**src/rtl/pbf_pkg.sv**
```systemverilog
`timescale 1ns / 1ps
`default_nettype none
// ----------------------------------------------------------------------------
// pbf_pkg
// Shared types and constants for the PCM byte to binary32 sample converter.
// ----------------------------------------------------------------------------
package pbf_pkg;

    localparam int MAX_CHANNELS = 8;
    // channel_index is 3 bits wide, so a frame never exceeds 8 channels
    localparam int CHAN_LIMIT   = (MAX_CHANNELS < 8) ? MAX_CHANNELS : 8;

    localparam logic [1:0] REG_ENCODING = 2'd0;
    localparam logic [1:0] REG_SIZE     = 2'd1;
    localparam logic [1:0] REG_CHANNELS = 2'd2;

    localparam logic ENC_PCM   = 1'b0;
    localparam logic ENC_FLOAT = 1'b1;

    // Work item handed from the byte assembler to the converter.
    typedef struct packed {
        logic        err;
        logic        is_float;
        logic [1:0]  nbytes_m1;
        logic [31:0] raw;
        logic [2:0]  chan;
        logic        last;
    } pbf_item_t;

endpackage : pbf_pkg
`default_nettype wire

```
**src/rtl/pbf_front.sv**
```systemverilog
`timescale 1ns / 1ps
`default_nettype none
// ----------------------------------------------------------------------------
// pbf_front
// Byte assembler: collects sample bytes and tracks channel position.
// ----------------------------------------------------------------------------
module pbf_front
    import pbf_pkg::*;
(
    input  wire logic       clk,
    input  wire logic       rst_n,
    input  wire logic       cfg_we,
    input  wire logic [1:0] cfg_index,
    input  wire logic [3:0] cfg_data,
    input  wire logic       in_fire,
    input  wire logic [7:0] data_byte,
    input  wire logic       packet_end,
    output pbf_item_t       item,
    output logic            item_valid
);

    logic       enc_reg;
    logic [1:0] size_reg;
    logic [3:0] chans_reg;
    logic [23:0] acc_reg, acc_next;
    logic [1:0] pos_reg, pos_next;
    logic [2:0] chan_reg, chan_next;

    logic [1:0] nb_m1;
    logic [2:0] nch_m1;
    logic       done, last;
    logic [31:0] raw;

    always_comb
    begin
        nb_m1 = (enc_reg == ENC_FLOAT) ? 2'd3 : size_reg;
        if (chans_reg == 4'd0)
            nch_m1 = 3'd0;
        else if (chans_reg > 4'(CHAN_LIMIT))
            nch_m1 = 3'(CHAN_LIMIT - 1);
        else
            nch_m1 = 3'(chans_reg - 4'd1);
        done = (pos_reg == nb_m1) || (pos_reg > nb_m1);
        last = done && (chan_reg == nch_m1 || chan_reg > nch_m1);
        case (pos_reg)
            2'd0: raw = {24'd0, data_byte};
            2'd1: raw = {16'd0, data_byte, acc_reg[7:0]};
            2'd2: raw = {8'd0, data_byte, acc_reg[15:0]};
            default: raw = {data_byte, acc_reg};
        endcase
        acc_next  = acc_reg;
        pos_next  = pos_reg;
        chan_next = chan_reg;
        item_valid = 1'b0;
        if (in_fire)
        begin
            if (!done)
            begin
                case (pos_reg)
                    2'd0: acc_next[7:0]   = data_byte;
                    2'd1: acc_next[15:8]  = data_byte;
                    default: acc_next[23:16] = data_byte;
                endcase
                pos_next = pos_reg + 2'd1;
            end
            if (packet_end && !last)
            begin
                pos_next  = 2'd0;
                chan_next = 3'd0;
                item_valid = 1'b1;
            end
            else if (done)
            begin
                pos_next  = 2'd0;
                chan_next = last ? 3'd0 : chan_reg + 3'd1;
                item_valid = 1'b1;
            end
        end
        item.err       = packet_end && !last;
        item.is_float  = enc_reg;
        item.nbytes_m1 = nb_m1;
        item.raw       = raw;
        item.chan      = chan_reg;
        item.last      = last;
    end

    always_ff @(posedge clk or negedge rst_n)
    begin
        if (!rst_n)
        begin
            enc_reg   <= ENC_PCM;
            size_reg  <= 2'd1;
            chans_reg <= 4'd2;
            acc_reg   <= '0;
            pos_reg   <= '0;
            chan_reg  <= '0;
        end
        else if (cfg_we)
        begin
            case (cfg_index)
                REG_ENCODING: enc_reg   <= cfg_data[0];
                REG_SIZE:     size_reg  <= cfg_data[1:0];
                REG_CHANNELS: chans_reg <= cfg_data;
                default: ;
            endcase
            pos_reg  <= '0;
            chan_reg <= '0;
        end
        else
        begin
            acc_reg  <= acc_next;
            pos_reg  <= pos_next;
            chan_reg <= chan_next;
        end
    end

`ifndef SYNTHESIS
    a_pos_range: assert property (@(posedge clk) disable iff (!rst_n)
        pos_reg <= nb_m1 || $past(cfg_we) || $past(!rst_n))
        else $error("byte position beyond sample size");
    a_chan_wrap: assert property (@(posedge clk) disable iff (!rst_n)
        in_fire && item_valid && item.last && !cfg_we |=> chan_reg == 3'd0)
        else $error("channel did not wrap after frame end");
    a_err_restart: assert property (@(posedge clk) disable iff (!rst_n)
        in_fire && item_valid && item.err && !cfg_we |=> pos_reg == 2'd0)
        else $error("position not restarted after packet error");
`endif

endmodule : pbf_front
`default_nettype wire

```
**src/rtl/pbf_fifo.sv**
```systemverilog
`timescale 1ns / 1ps
`default_nettype none
// ----------------------------------------------------------------------------
// pbf_fifo
// Two-entry queue between the byte assembler and the converter.
// ----------------------------------------------------------------------------
module pbf_fifo
    import pbf_pkg::*;
(
    input  wire logic      clk,
    input  wire logic      rst_n,
    input  wire logic      wr_en,
    input  wire pbf_item_t wr_item,
    output logic           full,
    input  wire logic      rd_en,
    output pbf_item_t      rd_item,
    output logic           not_empty
);

    pbf_item_t mem_reg [2];
    logic       wp_reg, rp_reg;
    logic [1:0] cnt_reg;

    assign full      = cnt_reg == 2'd2;
    assign not_empty = cnt_reg != 2'd0;
    assign rd_item   = mem_reg[rp_reg];

    always_ff @(posedge clk)
    begin
        if (wr_en)
            mem_reg[wp_reg] <= wr_item;
    end

    always_ff @(posedge clk or negedge rst_n)
    begin
        if (!rst_n)
        begin
            wp_reg  <= 1'b0;
            rp_reg  <= 1'b0;
            cnt_reg <= 2'd0;
        end
        else
        begin
            if (wr_en)
                wp_reg <= ~wp_reg;
            if (rd_en)
                rp_reg <= ~rp_reg;
            cnt_reg <= cnt_reg + {1'b0, wr_en} - {1'b0, rd_en};
        end
    end

`ifndef SYNTHESIS
    a_no_over: assert property (@(posedge clk) disable iff (!rst_n)
        !(wr_en && full && !rd_en)) else $error("queue overflow");
    a_no_under: assert property (@(posedge clk) disable iff (!rst_n)
        !(rd_en && !not_empty)) else $error("queue underflow");
    a_cnt: assert property (@(posedge clk) disable iff (!rst_n)
        cnt_reg != 2'd3) else $error("bad queue count");
`endif

endmodule : pbf_fifo
`default_nettype wire

```
**src/rtl/pbf_back.sv**
```systemverilog
`timescale 1ns / 1ps
`default_nettype none
// ----------------------------------------------------------------------------
// pbf_back
// Converter: two-stage integer to binary32 scaling, or binary32 pass-through, with output register.
// ----------------------------------------------------------------------------
module pbf_back
    import pbf_pkg::*;
(
    input  wire logic        clk,
    input  wire logic        rst_n,
    input  wire logic        q_valid,
    input  wire pbf_item_t   q_item,
    output logic             q_pop,
    output logic             out_valid,
    input  wire logic        out_stall,
    output logic             sample_valid,
    output logic [31:0]      sample_value,
    output logic [2:0]       channel_index,
    output logic             frame_end,
    output logic             packet_error
);

    // stage 1: sign, magnitude, exponent bias
    logic        s1_v_reg;
    logic        s1_err_reg, s1_flt_reg, s1_neg_reg, s1_last_reg;
    logic [31:0] s1_mag_reg;
    logic [4:0]  s1_k_reg;
    logic [2:0]  s1_ch_reg;

    logic        neg;
    logic [31:0] mag, sext;
    logic [4:0]  k;
    logic        adv1, adv2;

    logic        o_v_reg;

    assign adv2  = !o_v_reg || !out_stall;
    assign adv1  = !s1_v_reg || adv2;
    assign q_pop = q_valid && adv1;

    always_comb
    begin
        neg  = 1'b0;
        sext = q_item.raw;
        k    = 5'd31;
        case (q_item.nbytes_m1)
            2'd0:
            begin
                neg  = !q_item.raw[7];
                sext = {{24{neg}}, ~q_item.raw[7], q_item.raw[6:0]};
                k    = 5'd7;
            end
            2'd1:
            begin
                neg  = q_item.raw[15];
                sext = {{16{neg}}, q_item.raw[15:0]};
                k    = 5'd15;
            end
            2'd2:
            begin
                neg  = q_item.raw[23];
                sext = {{8{neg}}, q_item.raw[23:0]};
                k    = 5'd23;
            end
            default:
            begin
                neg  = q_item.raw[31];
                sext = q_item.raw;
                k    = 5'd31;
            end
        endcase
        mag = neg ? (~sext + 32'd1) : sext;
    end

    always_ff @(posedge clk or negedge rst_n)
    begin
        if (!rst_n)
            s1_v_reg <= 1'b0;
        else if (adv1)
            s1_v_reg <= q_valid;
    end

    always_ff @(posedge clk)
    begin
        if (q_pop)
        begin
            s1_err_reg  <= q_item.err;
            s1_flt_reg  <= q_item.is_float;
            s1_neg_reg  <= neg;
            s1_mag_reg  <= q_item.is_float ? q_item.raw : mag;
            s1_k_reg    <= k;
            s1_ch_reg   <= q_item.chan;
            s1_last_reg <= q_item.last;
        end
    end

    // stage 2: leading one, round to nearest even
    logic [4:0]  p;
    logic [31:0] norm;
    logic [23:0] mant;
    logic [24:0] mant_r;
    logic        rnd;
    logic [7:0]  bexp;
    logic [31:0] fval;

    always_comb
    begin
        p = 5'd0;
        for (int i = 0; i < 32; i++)
            if (s1_mag_reg[i])
                p = 5'(i);
        norm = s1_mag_reg << (5'd31 - p);
        mant = norm[31:8];
        rnd  = norm[7] && (norm[6:0] != 7'd0 || mant[0]);
        mant_r = {1'b0, mant} + {24'd0, rnd};
        bexp = 8'd127 + {3'd0, p} - {3'd0, s1_k_reg} + {7'd0, mant_r[24]};
        if (s1_mag_reg == 32'd0)
            fval = 32'd0;
        else
            fval = {s1_neg_reg, bexp, mant_r[24] ? mant_r[23:1] : mant_r[22:0]};
        if (s1_flt_reg)
            fval = (s1_mag_reg[30:23] == 8'hFF) ? 32'd0 : s1_mag_reg;
    end

    always_ff @(posedge clk or negedge rst_n)
    begin
        if (!rst_n)
            o_v_reg <= 1'b0;
        else if (adv2)
            o_v_reg <= s1_v_reg;
    end

    always_ff @(posedge clk)
    begin
        if (adv2 && s1_v_reg)
        begin
            sample_valid  <= !s1_err_reg;
            sample_value  <= s1_err_reg ? 32'd0 : fval;
            channel_index <= s1_err_reg ? 3'd0 : s1_ch_reg;
            frame_end     <= s1_err_reg ? 1'b0 : s1_last_reg;
            packet_error  <= s1_err_reg;
        end
    end

    assign out_valid = o_v_reg;

`ifndef SYNTHESIS
    a_hold: assert property (@(posedge clk) disable iff (!rst_n)
        o_v_reg && out_stall |=> o_v_reg && $stable(sample_value))
        else $error("output changed under stall");
    a_excl: assert property (@(posedge clk) disable iff (!rst_n)
        o_v_reg |-> !(sample_valid && packet_error))
        else $error("valid sample flagged as error");
    a_pop: assert property (@(posedge clk) disable iff (!rst_n)
        q_pop |-> q_valid) else $error("pop from empty queue");
`endif

endmodule : pbf_back
`default_nettype wire

```
**src/rtl/pcm_bytes_to_float_samples_unit.sv**
```systemverilog
`timescale 1ns / 1ps
`default_nettype none
// ----------------------------------------------------------------------------
// pcm_bytes_to_float_samples_unit
// PCM packet bytes to binary32 samples with channel and frame marks.
// ----------------------------------------------------------------------------
//  channel | handshake              | payload
//  in      | in_valid / in_stall    | data_byte, packet_end
//  out     | out_valid / out_stall  | sample_valid .. packet_error
//  cfg     | cfg_we                 | cfg_index, cfg_data
//
// One byte per clock while in_stall is low. A result is presented once the
// byte completing it has passed the queue, convert stage and output register.
// The two-entry queue absorbs output stalls; in_stall rises when it is full.
// Reset clears position, channel and valid flags and sets the config registers to their defaults.
// ----------------------------------------------------------------------------
module pcm_bytes_to_float_samples_unit
    import pbf_pkg::*;
(
    input  wire logic        clk,
    input  wire logic        rst_n,
    input  wire logic        cfg_we,
    input  wire logic [1:0]  cfg_index,
    input  wire logic [3:0]  cfg_data,
    input  wire logic        in_valid,
    output logic             in_stall,
    input  wire logic [7:0]  data_byte,
    input  wire logic        packet_end,
    output logic             out_valid,
    input  wire logic        out_stall,
    output logic             sample_valid,
    output logic [31:0]      sample_value,
    output logic [2:0]       channel_index,
    output logic             frame_end,
    output logic             packet_error
);

    pbf_item_t f_item, q_item;
    logic      f_valid, q_full, q_ne, q_pop, in_fire;

    assign in_stall = q_full;
    assign in_fire  = in_valid && !in_stall;

    pbf_front u_front (
        .clk, .rst_n, .cfg_we, .cfg_index, .cfg_data,
        .in_fire, .data_byte, .packet_end,
        .item(f_item), .item_valid(f_valid)
    );

    pbf_fifo u_fifo (
        .clk, .rst_n,
        .wr_en(f_valid && !cfg_we), .wr_item(f_item), .full(q_full),
        .rd_en(q_pop), .rd_item(q_item), .not_empty(q_ne)
    );

    pbf_back u_back (
        .clk, .rst_n, .q_valid(q_ne), .q_item, .q_pop,
        .out_valid, .out_stall,
        .sample_valid, .sample_value, .channel_index, .frame_end, .packet_error
    );

`ifndef SYNTHESIS
    a_stall_full: assert property (@(posedge clk) disable iff (!rst_n)
        in_stall |-> q_full) else $error("stall without full queue");
    a_out_hold: assert property (@(posedge clk) disable iff (!rst_n)
        out_valid && out_stall |=> out_valid) else $error("result dropped");
    a_fire: assert property (@(posedge clk) disable iff (!rst_n)
        in_fire |-> !q_full) else $error("byte taken into full queue");
`endif

endmodule : pcm_bytes_to_float_samples_unit
`default_nettype wire
```
**config.mk**
```make
export PLATFORM = sky130hd
export DESIGN_NAME = pcm_bytes_to_float_samples_unit
export DESIGN_NICKNAME = d
export VERILOG_FILES = /design/src/rtl/pbf_pkg.sv /design/src/rtl/pbf_front.sv /design/src/rtl/pbf_fifo.sv /design/src/rtl/pbf_back.sv /design/src/rtl/pcm_bytes_to_float_samples_unit.sv
export SDC_FILE = /design/constraint.sdc
export NUM_CORES = 1
export LEC_CHECK = 0
export BUFFER_PORTS_ARGS = -buffer_cell sky130_fd_sc_hd__buf_2
export CORE_ASPECT_RATIO = 0.6
export CORE_UTILIZATION = 45
export DETAILED_ROUTE_END_ITERATION = 8
export RECOVER_POWER = 25
export SKIP_CTS_REPAIR_TIMING = 1
export SLEW_MARGIN = 10
export SYNTH_ARGS = -nofsm -noshare
export SYNTH_HDL_FRONTEND = slang
export SYNTH_SLANG_ARGS = --single-unit
export TNS_END_PERCENT = 10
```
**constraint.sdc**
```tcl
create_clock -name clk -period 7.6 [get_ports clk]
set_input_delay 1.14 -clock clk [delete_from_list [all_inputs] [get_ports clk]]
set_output_delay 1.14 -clock clk [all_outputs]
set_load 0.005 [all_outputs]
```
Word level (Yosys, flattened, before mapping). Memory sizes are Yosys's and may differ from the RTL's. Index checks and enable logic that the tools add are counted. W data, S select, Z words.

Add/subtract/negate cells: 11. Magnitude comparators: 3. Equal/unequal tests: 10. Shift-type cells: 1. Mux-type cells: 58. Bitwise operators: 7. Reductions and logical operators: 37.

Operator list (number): $pmux W32 S3 (2); $mux W32 (5); $mux W5 (16); $mux W3 (11); $add A32 B1 Y32 const B (1); $logic_not A32 Y1 (1); $mux W4 (8); $not A32 Y32 (1); $shl A32 B5 Y32 (1); $add A24 B1 Y25 (1); $mux W23 (1); $pmux W5 S3 (1); $mux W2 (7); $reduce_and A4 Y1 (3); $add A7 B5 Y8 const A (1); $add A8 B1 Y8 (1); $eq A2 B2 Y1 const B (4); $eq A8 B8 Y1 const B (1); $logic_not A1 Y1 (8); $reduce_and A2 Y1 (4); $sub A8 B5 Y8 (1); $logic_and A1 B1 Y1 (7); $reduce_bool A7 Y1 (1); $eq A2 B1 Y1 const B (3); other kinds (20) (37).

Bits in registers: 124. RAM bits: 80. Bits of input ports: 20. Output and inout port bits: 40. Memories: 1.

Memory list: u_fifo.mem_reg (words 2, width 40, rd ports 1, clocked after memory_dff 0, write ports 1, line pbf_fifo.sv:20) `pbf_item_t mem_reg [2];`.

Depth between registers and ports, before layout.
Depth after elaboration: 40. Gate-level depth with buffers: 25. Mapped depth without buffers: 22.

Cells and area by module. Synthesis repeated with hierarchy kept, for this count alone.

Cell total of the unflattened synthesis: 1200. Area, all modules: 12881.1 sq um.

By module, submodules not included: pbf_back (instances 1, cells each 863, area each 7335.8 sq um); pbf_fifo (instances 1, cells each 140, area each 3289.4 sq um); pbf_front (instances 1, cells each 195, area each 2228.4 sq um); pcm_bytes_to_float_samples_unit (instances 1, cells each 2, area each 27.5 sq um).

Worst setup path before layout. OpenSTA, ideal clock, no wires.

Kind: reg-to-reg. Start point: register u_fifo.rp_reg. End point: register u_back.s1_mag_reg[24] (data pin). Library setup time: 0.278 ns. Arrival: 5.002 ns. Required time: 7.322 ns. Path slack: 2.321 ns. Stages on the path, launching flop included: 19. Period minus slack after synthesis: 5.279 ns. Cells stage by stage: dfrtp_1 -> clkbuf_1 -> buf_1 -> clkbuf_1 -> clkbuf_1 -> buf_1 -> buf_1 -> mux2i_1 -> ha_1 -> o21ai_0 -> or2_2 -> nor3_1 -> nand2_1 -> or4_1 -> or3_1 -> a31oi_1 -> o22ai_1 -> nand2_1 -> o21ai_0.

Cells in the longest elaborated chain, start to end: 7.

RTL lines: start, declared (line pbf_fifo.sv:21) `logic wp_reg, rp_reg;`; start signal, assigned (line pbf_fifo.sv:47) `rp_reg <= ~rp_reg;`; $mem_v2 Z2 W40 *; $eq A2 B2 Y1 (tied with other cells) (line pbf_back.sv:47) `case (q_item.nbytes_m1)`; $pmux W32 S3 (line pbf_back.sv:47); $not A32 Y32 (line pbf_back.sv:73) `mag = neg ? (~sext + 32'd1) : sext;`; $add A32 B1 Y32 (line pbf_back.sv:73); $mux W32 (line pbf_back.sv:73); $mux W32 * (line pbf_back.sv:91) `s1_mag_reg <= q_item.is_float ? q_item.raw : mag;`; end signal, assigned (line pbf_back.sv:91); end, declared (line pbf_back.sv:27) `logic [31:0] s1_mag_reg;`.

Mark *: on every way between the ends. The rest lies on a longest branch, timed or not. A chain may end at the register's enable or synchronous reset.

Worst setup path in the final report.
Start point: register u_back.s1_mag_reg[27]. End point: register u_back.sample_value[27] (data pin).

Cells in the longest elaborated chain, start to end: 14.

RTL lines: $mux W5 (5 in a row) (line pbf_back.sv:111) `if (s1_mag_reg[i])`; $sub A5 B5 Y5 (line pbf_back.sv:113) `norm = s1_mag_reg << (5'd31 - p);`; $shl A32 B5 Y32 (line pbf_back.sv:113); $reduce_bool A7 Y1 (line pbf_back.sv:115) `rnd = norm[7] && (norm[6:0] != 7'd0 || mant[0]);`; $logic_or A1 B1 Y1 (line pbf_back.sv:115); $logic_and A1 B1 Y1 (line pbf_back.sv:115); $add A24 B1 Y25 (line pbf_back.sv:116) `mant_r = {1'b0, mant} + {24'd0, rnd};`; $add A8 B1 Y8 (line pbf_back.sv:117) `bexp = 8'd127 + {3'd0, p} - {3'd0, s1_k_reg} + {7'd0, mant_r[24]};`; $mux W32 (line pbf_back.sv:118) `if (s1_mag_reg == 32'd0)`; $mux W32 * (line pbf_back.sv:122) `if (s1_flt_reg)`; end signal, assigned (line pbf_back.sv:139) `sample_value <= s1_err_reg ? 32'd0 : fval;`; end, declared (line pbf_back.sv:18) `output logic [31:0] sample_value,`.

Marked as above.

==> impl_results.md <==
* Outcome: finished, violations left
* Violated checks: capacitance limit, slew limit
* Fmax at 0.156 GHz
* Req. time, crit path at 7850 ps
* DR vias at 10600
* Ys async rst share at 20.9%
* # rows at 46
* IO Port Bufs at 59
* Area delta synth->final at 11.6%
* Share of cells above drive strength 1 at 17.4%
* CP Capture Type: flip-flop
* Clock skew at 32.0 ps
* Initial core utilization at 46.6%
* Syn_nets at 1274
* PD cells at 535 nW/µm²
* # DRC at 0
* First-pass GRT wire length at 61800 µm
* Number of diodes at 0
* Synthesized area at 12600 µm²
* Final Non-Filler Cells at 1655
* CTS sink cnt at 201
* H-tree Lvls at 1
* Mapped Cells at 1235
* Commonest non-fill, non-tap cells in the layout: 159 x edfxtp_1, 98 x nor2_1, 82 x nand2_1
* Clk Latency, worst-skew pair at 530 ps
* CTS Buf Count at 21
* Most used DFF post-synth: edfxtp_1
* Largest net degree at the start of global routing at 44
* CTS clock-pin slew for the worst setup and hold paths at 60 ps
* I/O pins at 60
* CTS tree: built
* Fillers at 2459
* RSZ-0062 raised after global routing: no
* Maximum root-to-sink buffer count at 3
* Final hold vios at 0
* Routed Antenna Nets at 0
* Final instance area at 14000 µm²
* Max reg flops at 80
* Root Buffer: clkbuf_16
* Worst hold path type: flip-flop to flip-flop
* Total gr overflow at 0
* Final period util at 84.1%
* Slew Limit Fails at 82
* Die X-Extent at 218 µm
* DR WL/cell at 24.8 µm
* Count of state elements after synthesis at 201
* MaxCap Viol Count at 2
* GRT Overall Usage at 28.9%
* Routability Congestion at 1.05
* Slew @ Worst Pin at 2450 ps
* Endpoints failing setup at 0
* DRT Pass-1 Iters at 8
* Worst relative slew slack at -63.2%
* Post-route setup slack at 1210 ps
* CP max FO at 16
* Place WS at 1440 ps
* Total routed wirelength at 41100 µm
* Hpwl dp at 30700 µm
* Hold WS at 497 ps
* Crit path DAT at 6650 ps
* DP Cell Count at 1617
* Setup Crit Path Kind: flip-flop to flip-flop
* TNS Setup at 0 ps
* Die height at 131 µm
* Die footprint at 28600 µm²
* Placement Cell Area at 13400 µm²
* Post-synth EDFFs at 159
* Via/cell ratio at 6.43
* Nets at 1319
* Crit path launch type: flip-flop
* Vias in the first global route at 9736
* Synth warnings at 0
* Register area share after synthesis at 46.4%
* Leakage at 5.30 nW
* Core area at 26900 µm²
* Most common cell after layout, fill and taps aside: edfxtp_1
* DR iter-0 viols at 1389
* Tmin final at 6390 ps
* Mean Syn Cell Area at 10.2 µm²
* Peak supply drop at 0.000300 V
* Initial antenna violation count at 0
* Yosys cell types at 82
## critical path, cell delays in order, from the launching register on
cell and delay (ps):
edfxtp_1 550, nor2_1 110, o31ai_1 740, a311o_1 670, nand2_1 450, inv_2 320, buf_4 280, mux2_2 290
o22ai_1 140, a211oi_1 460, o22ai_1 250, nor4b_2 260, buf_4 200, nand3_1 130, nor3b_1 310, ha_1 250
ha_1 190, a31oi_1 120, xnor2_1 150, a22oi_1 150, nor2_1 70
## metrics by stage
stage                     total power [mW]  utilization [%]
after global placement                6.31             49.6
final                                 7.50             52.0
after CTS                             7.30             52.1
after floorplan                       4.77                -
after detailed placement              6.26             49.6
after global routing                  7.87             52.0
## worst paths after layout
| kind | from | end | slack [ps] | cells past startpoint |
|---|---|---|---|---|
| min in group asynchronous | rst_n | u_front.acc_reg[23] | 1380 | 1 |
| min | u_fifo.cnt_reg[1] | u_fifo.cnt_reg[1] | 500 | 1 |
| max in group asynchronous | rst_n | u_front.acc_reg[22] | 4830 | 1 |
| max reg2reg | u_back.s1_mag_reg[27] | u_back.sample_value[27] | 1210 | 20 |
| max | u_back.s1_mag_reg[27] | u_back.sample_value[27] | 1210 | 20 |
| min reg2reg | u_fifo.cnt_reg[1] | u_fifo.cnt_reg[1] | 500 | 1 |
## cell type report
cell class / count / area, µm² / area share, %
inverters: 37 / 139 / 0.991
repair buffers: 104 / 622 / 4.44
multi-input cells: 915 / 6310 / 45.0
clock buffers: 29 / 586 / 4.18
clock inverters: 9 / 82.6 / 0.589
flip-flops and latches: 201 / 5830 / 41.6
well taps: 360 / 450 / 3.21
## routing by layer
layer  vias up  track usage [%]  part of all wire (%)
met1      5211             45.9                    48
met3        56             15.0                    15
li1       4802                -                     -
met4         0             4.66                   1.4
met5         -                0                     0
met2       576             33.5                    36
## logic make-up (layout without fill, tap and decap cells)
kind of cell	after synthesis	after routing	share of synthesized area (%)
AND/OR/NAND/NOR	399	399	16.3
AO/OA/AOI/OAI	351	351	19.2
buffers and inverters	119	179	3.93
XOR/XNOR	34	34	2.37
flip-flops	201	201	46.4
adder cells (fa/ha/maj)	20	20	1.97
multiplexers	111	111	9.84
## power breakdown
part           leakage [nW]  switching [mW]  internal (mW)  total, mW
logic                  2.93            2.83           1.56       4.39
registers              2.04           0.394           1.70       2.09
clock network         0.329           0.438          0.578       1.02
total                  5.30            3.66           3.84       7.50
## synthesized netlist by cell type (all sizes together) (16+ instances only)
library cell	n	area (µm²)
edfxtp	159	4770
and2	27	171
xnor2	20	175
dfrtp	40	1000
inv	35	131
nand3	47	235
o211ai	16	125
nor2b	16	100
clkbuf	51	191
mux2	50	563
nor4	19	153
a21oi	74	370
ha	19	238
nor2	100	375
nand2	82	308
a22o	41	359
mux2i	56	561
o22ai	19	119
nor3	26	130
o21ai	80	400
buf	31	164
Power figures use the tool's default switching activity.
